<file path="src/rtl/rmq_pkg.sv">
// ----------------------------------------------------------------------------
// rmq_pkg
// Shared widths, sizes and the per-item context record for the rotation
// matrix to quaternion pipeline.
// ----------------------------------------------------------------------------
`default_nettype none
package rmq_pkg;
  localparam int EW = 32;
  localparam int DW = 34;
  localparam int ROOTW = 64;
  localparam int QW = 64;

  function automatic int rad_width(int frac);
    return (frac + 3 > 35) ? frac + 3 : 35;
  endfunction

  typedef enum logic [1:0] {
    SEL_X = 2'd0,
    SEL_Y = 2'd1,
    SEL_Z = 2'd2,
    SEL_W = 2'd3
  } sel_t;

  typedef struct packed {
    logic             degen;
    sel_t             sel;
    logic [2:0][DW-1:0] num;
  } ctx_t;
endpackage
`default_nettype wire

</file>
<file path="src/rtl/rmq_sqrt.sv">
// ----------------------------------------------------------------------------
// rmq_sqrt
// Pipelined restoring square root of rad * 2^FRAC_BITS, one root bit a stage.
// ----------------------------------------------------------------------------
`default_nettype none
module rmq_sqrt #(
  parameter int FRAC_BITS = 30
) (
  input  wire logic                                      clk,
  input  wire logic                                      en,
  input  wire logic [rmq_pkg::rad_width(FRAC_BITS)-1:0]  rad,
  input  wire rmq_pkg::ctx_t                             ctx_i,
  output      logic [rmq_pkg::ROOTW-1:0]                 root,
  output      rmq_pkg::ctx_t                             ctx_o
);
  localparam int NW = rmq_pkg::rad_width(FRAC_BITS) + FRAC_BITS;
  localparam int RB = (NW + 1) / 2;
  localparam int RW = RB + 2;

  logic [RB:0][NW-1:0]   n_r;
  logic [RB:0][RW-1:0]   rem_r;
  logic [RB:0][RB-1:0]   q_r;
  rmq_pkg::ctx_t [RB:0]  c_r;

  always_comb begin
    n_r[0]   = NW'(rad) << FRAC_BITS;
    rem_r[0] = '0;
    q_r[0]   = '0;
    c_r[0]   = ctx_i;
  end

  for (genvar i = 0; i < RB; i++) begin : g_st
    localparam int B = RB - 1 - i;
    logic [RW-1:0] rs, tv;
    logic [1:0] pair;
    always_comb begin
      pair = (2 * B + 1 < NW) ? 2'(n_r[i] >> (2 * B)) : {1'b0, n_r[i][2 * B]};
      rs = {rem_r[i][RW-3:0], pair};
      tv = {q_r[i][RW-3:0], 2'b01};
    end
    always_ff @(posedge clk) begin
      if (en) begin
        n_r[i+1] <= n_r[i];
        c_r[i+1] <= c_r[i];
        if (rs >= tv) begin
          rem_r[i+1] <= rs - tv;
          q_r[i+1]   <= {q_r[i][RB-2:0], 1'b1};
        end else begin
          rem_r[i+1] <= rs;
          q_r[i+1]   <= {q_r[i][RB-2:0], 1'b0};
        end
      end
    end
  end

  assign root  = rmq_pkg::ROOTW'(q_r[RB]);
  assign ctx_o = c_r[RB];
endmodule
`default_nettype wire

</file>
<file path="config.mk">
export PLATFORM = sky130hd
export DESIGN_NAME = rmq_sqrt
export DESIGN_NICKNAME = d
export VERILOG_FILES = /design/src/rtl/rmq_pkg.sv /design/src/rtl/rmq_sqrt.sv
export SDC_FILE = /design/constraint.sdc
export NUM_CORES = 2
export LEC_CHECK = 0
export ABC_AREA = 0
export BUFFER_PORTS_ARGS = -buffer_cell sky130_fd_sc_hd__buf_4
export CORE_MARGIN = 2
export CORE_UTILIZATION = 65
export DETAILED_ROUTE_END_ITERATION = 8
export GPL_TIMING_DRIVEN = 0
export PLACE_DENSITY_LB_ADDON = 0.2
export REMOVE_ABC_BUFFERS = 1
export SLEW_MARGIN = 20
export SYNTH_ARGS = -nofsm -noshare
export SYNTH_HDL_FRONTEND = slang
export SYNTH_SLANG_ARGS = --single-unit
</file>
<file path="constraint.sdc">
create_clock -name clk -period 7.8 [get_ports clk]
set_clock_uncertainty 0.2 [all_clocks]
set_input_delay 0.39 -clock clk [delete_from_list [all_inputs] [get_ports clk]]
set_output_delay 0.39 -clock clk [all_outputs]
set_load 0.01 [all_outputs]
</file>
Word level (Yosys, flattened, before mapping)
Cells that the tools add are included.

storage, ports and cells
  register bits = 5357
  output and inout port bits = 169
  word-level logic and storage cells = 392

operators by class
  add/sub/neg operators = 32
  order comparisons = 33
  multiplexer cells = 65

operators by type and width
  cell              count
  $mux W33          31
  $ge A35 B10 Y1    1
  $ge A35 B11 Y1    1
  $ge A35 B12 Y1    1
  $ge A35 B13 Y1    1
  $ge A35 B14 Y1    1
  $ge A35 B15 Y1    1
  $ge A35 B16 Y1    1
  $ge A35 B17 Y1    1
  $ge A35 B18 Y1    1
  $ge A35 B19 Y1    1
  $ge A35 B20 Y1    1
  $ge A35 B21 Y1    1
  $ge A35 B22 Y1    1
  $ge A35 B23 Y1    1
  $ge A35 B24 Y1    1
  $ge A35 B25 Y1    1
  $ge A35 B26 Y1    1
  $ge A35 B27 Y1    1
  $ge A35 B28 Y1    1
  $ge A35 B29 Y1    1
  $ge A35 B3 Y1     1
  $ge A35 B30 Y1    1
  $ge A35 B31 Y1    1
  other kinds (43)  76

Longest topological paths before layout
  depth after elaboration = 2
  depth in mapped cells = 15
  mapped depth without buffers = 14

Least setup slack after synthesis
No wires, ideal clock.

  path type = flip-flop to flip-flop
  start point = reg rem_r (netlist bit g_st[4].rs[7])
  end point = reg rem_r (netlist bit g_st[5].rs[28]) (data pin)
  library setup time = 0.271 ns
  data arrival time = 3.547 ns
  required time = 7.329 ns
  slack = 3.782 ns
  cell stages (with the launch flop) = 12
  buffers on the path = 0
  cells stage by stage = edfxtp_1 -> or4_4 -> or3_4 -> or4_4 -> or4_4 -> or3_4 -> nor4_4 -> inv_2 -> nand2_1 -> or4_4 -> nor4_1 -> xor2_1

on the way
  longest elaborated chain between the ends = 2
  elaborated cells on any way between the ends = 3
  those cells by class = 1 x add/sub; 1 x order compare; 1 x mux

RTL lines
  item                                              line                            text
  from (decl)                                       rmq_sqrt.sv:21                  logic [RB:0][RW-1:0] rem_r;
  from (signal, indexed assignment)                 rmq_sqrt.sv:46                  rem_r[i+1] <= rs - tv;
  from (signal, indexed assignment)                 rmq_sqrt.sv:49                  rem_r[i+1] <= rs;
  $sub A33 B6 Y33 or $ge A35 B6 Y1 (tied branches)  rmq_sqrt.sv:46, rmq_sqrt.sv:45
  $mux W33 (*)                                      rmq_sqrt.sv:45                  if (rs >= tv) begin

Mark *: on every way between the ends. The rest lies on a longest branch, timed or not.
A chain may end at the register's enable or synchronous reset.

Final worst setup path
  start point = reg rem_r (netlist bit g_st[24].rs[2])
  end point = reg rem_r (netlist bit g_st[25].rs[8]) (data pin)

on the way
  longest elaborated chain between the ends = 2
  elaborated cells on any way between the ends = 3
  those cells by class = 1 x add/sub; 1 x order compare; 1 x mux

RTL lines
  item                                                line
  $sub A33 B26 Y33 or $ge A35 B26 Y1 (tied branches)  rmq_sqrt.sv:46, rmq_sqrt.sv:45
  $mux W33 (*)                                        rmq_sqrt.sv:45

Marked as above.

==> flow_metrics.py <==
metrics = {
    "placed_design": {
        "hpwlAfterDp_um": 202000,
        "numPortBuffers": 279,
        "gp_congestion": 0.894,
        "placed_area_mm2": 0.207,
    },
    "sta": {
        "finalHoldViolations": 0,
        "fin_crit_ns": 5.50,
        "finalCritPeriodShare_pct": 70.5,
        "grt_setup_unrepaired": "no",
        "slew_headroom_pct": 20.1,
        "setup_violations": 0,
        "slew_violations": 0,
        "max_freq_mhz": 182,
        "worstMarginPinSlew_ns": 1.20,
        "fin_tns_setup_ns": 0,
    },
    "setup_path": {
        "crit_path_max_incr_delay_ns": 0.97,
        "crit_type": "reg -> reg",
        "critPathArrivalTime_ns": 5.94,
        "crit_top_cell": "and3_1",
        "startpoint_type": "flip-flop",
        "worstPathMaxFanout": 27,
        "cpMaxStageDelayCell": "clkinv_1",
        "crit_chain": "ha_1, a211oi_1, o211ai_1, and3_1, a41o_1, a31o_2, a311oi_1, and3_1, clkinv_1, nor2_1, a21oi_1",
        "critPathCaptureType": "flip-flop",
        "worstPathRequired_ns": 8.25,
    },
    "power_and_ir_drop": {
        "leakagePower_uw": 0.0827,
        "p_seq_share_pct": 51.3,
        "combPwrFrac_pct": 12.0,
        "p_per_area_mw_per_mm2": 309,
        "p_switching_uw": 18000,
        "vdd_drop_max_mv": 0.279,
        "p_int_uw": 52300,
        "swShare_pct": 25.6,
        "clkPwrFrac_pct": 36.7,
    },
    "die": {
        "core_mm2": 0.306,
        "start_util_pct": 65.4,
        "io_pins": 311,
        "rows": 203,
        "die_height_um": 559,
        "fp.dieW_um": 559,
        "dieArea_mm2": 0.312,
    },
    "clocking": {
        "clock_path_buffers": 4,
        "path_clk_slew_ns": 0.07,
        "cts_root_buffer": "clkbuf_16",
        "cts_buffers": 521,
        "insertion_delay_ns": 1.02,
        "htree_levels": 6,
        "cts_sinks": 5304,
        "cts_tree": "built",
    },
    "global_routing": {
        "grt_pass1_vias": 102614,
        "track_usage_pct": 25.3,
        "grt_pass1_wl_um": 609000,
        "overflow": 0,
        "grt_antenna_before_repair": 17,
        "grt_max_degree": 174,
    },
    "route": {
        "routed_wl_um": 398000,
        "drc_errors": 0,
        "ant_nets": 0,
        "vias_per_cell": 5.82,
        "dr.first_iter.drc_count": 10391,
        "wl_per_cell_um": 23.3,
        "dr_total_vias": 99009,
        "dr.pass1.iters": 8,
    },
    "synthesis": {
        "ys_ff_latch": 5304,
        "post-synth-top-area-cell": "edfxtp_1",
        "synth.avg_cell_area_um2": 17.2,
        "synth-edff-count": 5304,
        "ys_top_cells_by_area": "edfxtp_1 80%, ha_1 3.5%, xnor2_1 1.7%",
        "yosysMostFrequentCell": "edfxtp_1",
        "synthCells": 11611,
        "ys_types": 81,
        "yosys_warnings": 0,
        "ys_seq_area_share_pct": 79.6,
        "netlist_area_mm2": 0.200,
        "synth-async-reset-ratio_pct": 0,
        "synth_flop_cell": "edfxtp_1",
        "synthTopCellsByCount": "5304 x edfxtp_1, 694 x inv_1, 576 x nand2_1",
        "yosysTopAreaCellShare_pct": 79.6,
    },
    "run": {
        "cap_violations": 0,
    },
    "run_status": {
        "status": "complete, no violations",
    },
    "layout": {
        "drive_gt1_share_pct": 9.99,
        "num-fill-cells": 16868,
        "fin_area_mm2": 0.227,
        "nets": 13227,
        "synthToLayoutAreaGrowth_pct": 13.5,
    },
    "min_path": {
        "hp-class": "reg -> reg",
    },
}
==> area by class of cell <==
cell class | instances | area, um2 | share of cell area [%]
Inverter | 699 | 2620 | 1.15
Clock buffer | 628 | 13500 | 5.95
Antenna cell | 7 | 17.5 | 0.00771
Timing Repair Buffer | 619 | 6200 | 2.73
Sequential cell | 5304 | 159000 | 70.1
Multi-Input combinational cell | 5358 | 37000 | 16.3
Clock inverter | 309 | 3590 | 1.58
Tap cell | 4100 | 5130 | 2.26
==> layout by cell type (no fill, tap or decap), types with 124 or more instances in the layout <==
master | netlist | routed
xor2_1 | 393 | 393
nand2_1 | 576 | 574
xnor2_1 | 396 | 396
ha_1 | 568 | 568
edfxtp_1 | 5304 | 5304
a21oi_1 | 495 | 493
mux2_2 | 124 | 124
nor2_1 | 505 | 501
dlygate4sd3_1 | 0 | 281
a21o_1 | 228 | 227
buf_4 | 136 | 283
o21ai_0 | 469 | 469
inv_1 | 694 | 694
nor3_1 | 210 | 207
clkbuf_16 | 0 | 525
==> sequential cells by signal, indices dropped and copies added, names as in the netlist <==
register   cells
n_r          272
c_r         3360
g_st.pair     34
ctx_o        105
g_st.tv      528
g_st.rs      972
root          33
==> cells by family (layout without fill, tap and decap cells) <==
logic type                 Yosys count  in the layout  share of synthesized area, %
AOI/OAI and AO/OA                 1699           1699                          5.25
DFF                               5304           5304                          79.6
and+or+nand+nor                   2120           2120                          5.20
buffers and inverters              980           2255                          2.09
xor gates and xnor gates           789            789                          3.45
adders and majority gates          582            582                          3.69
muxes                              136            136                         0.757
other                                1             39                       0.00187
==> layer usage <==
metal | track usage (%) | vias to the layer above | wire [um] | part of all wire [%]
met2 | 45.6 | 3413 | 212000 | 53
met5 | 0 | - | 28 | 0.0070
met1 | 31.6 | 49102 | 152000 | 38
met3 | 3.42 | 837 | 20100 | 5.1
li1 | - | 45653 | - | -
met4 | 8.29 | 4 | 13200 | 3.3
==> repair_timing <==
action / in CTS / in global routing
buffers inserted: 0 / 0
hold buffers: 281 / 0
hold endpoints to repair: 285 / 0
gates resized for setup: 0 / 0
==> critical path: cells and delay by family, from the launching register on <==
family | cells | cell delay, ns
compound gates | 6 | 1.75
fa+ha+maj | 1 | 0.35
flops | 1 | 0.46
simple gates | 3 | 1.46
buf+inv | 1 | 0.97
==> metrics by stage <==
stage	instances	setup WS (ns)	hold WS, ns	utilization [%]	power (uW)
floorplan	11361	1.72	0.200	-	41700
global placement	15740	-40.08	0.200	67.3	46500
detailed placement	15799	2.28	0.205	67.8	44500
CTS	17017	2.25	0.161	74.3	70500
global route	17021	1.77	0.164	74.3	72800
finish	17024	2.30	0.167	74.3	70300
==> power by group through the flow <==
stage               Combinational [uW]  Clock (uW)  Sequential, uW
finish                            8460       25800           36100
global route                      9340       27200           36300
CTS                               8380       26100           36100
detailed placement                8100           0           36400
global placement                  7760           0           38800
floorplan                         5750           0           35900
==> final timing paths <==
check / start / end / slack (ns) / cells past startpoint
worst min register to register: c_r[2228] / c_r[2333] / 0.17 / 0
worst max register to register: g_st[24].rs[2] / g_st[25].rs[8] / 2.30 / 11
worst min-delay path: c_r[2228] / c_r[2333] / 0.17 / 0
worst max-delay path: g_st[24].rs[2] / g_st[25].rs[8] / 2.30 / 11
(Power assumes the default switching activity.)
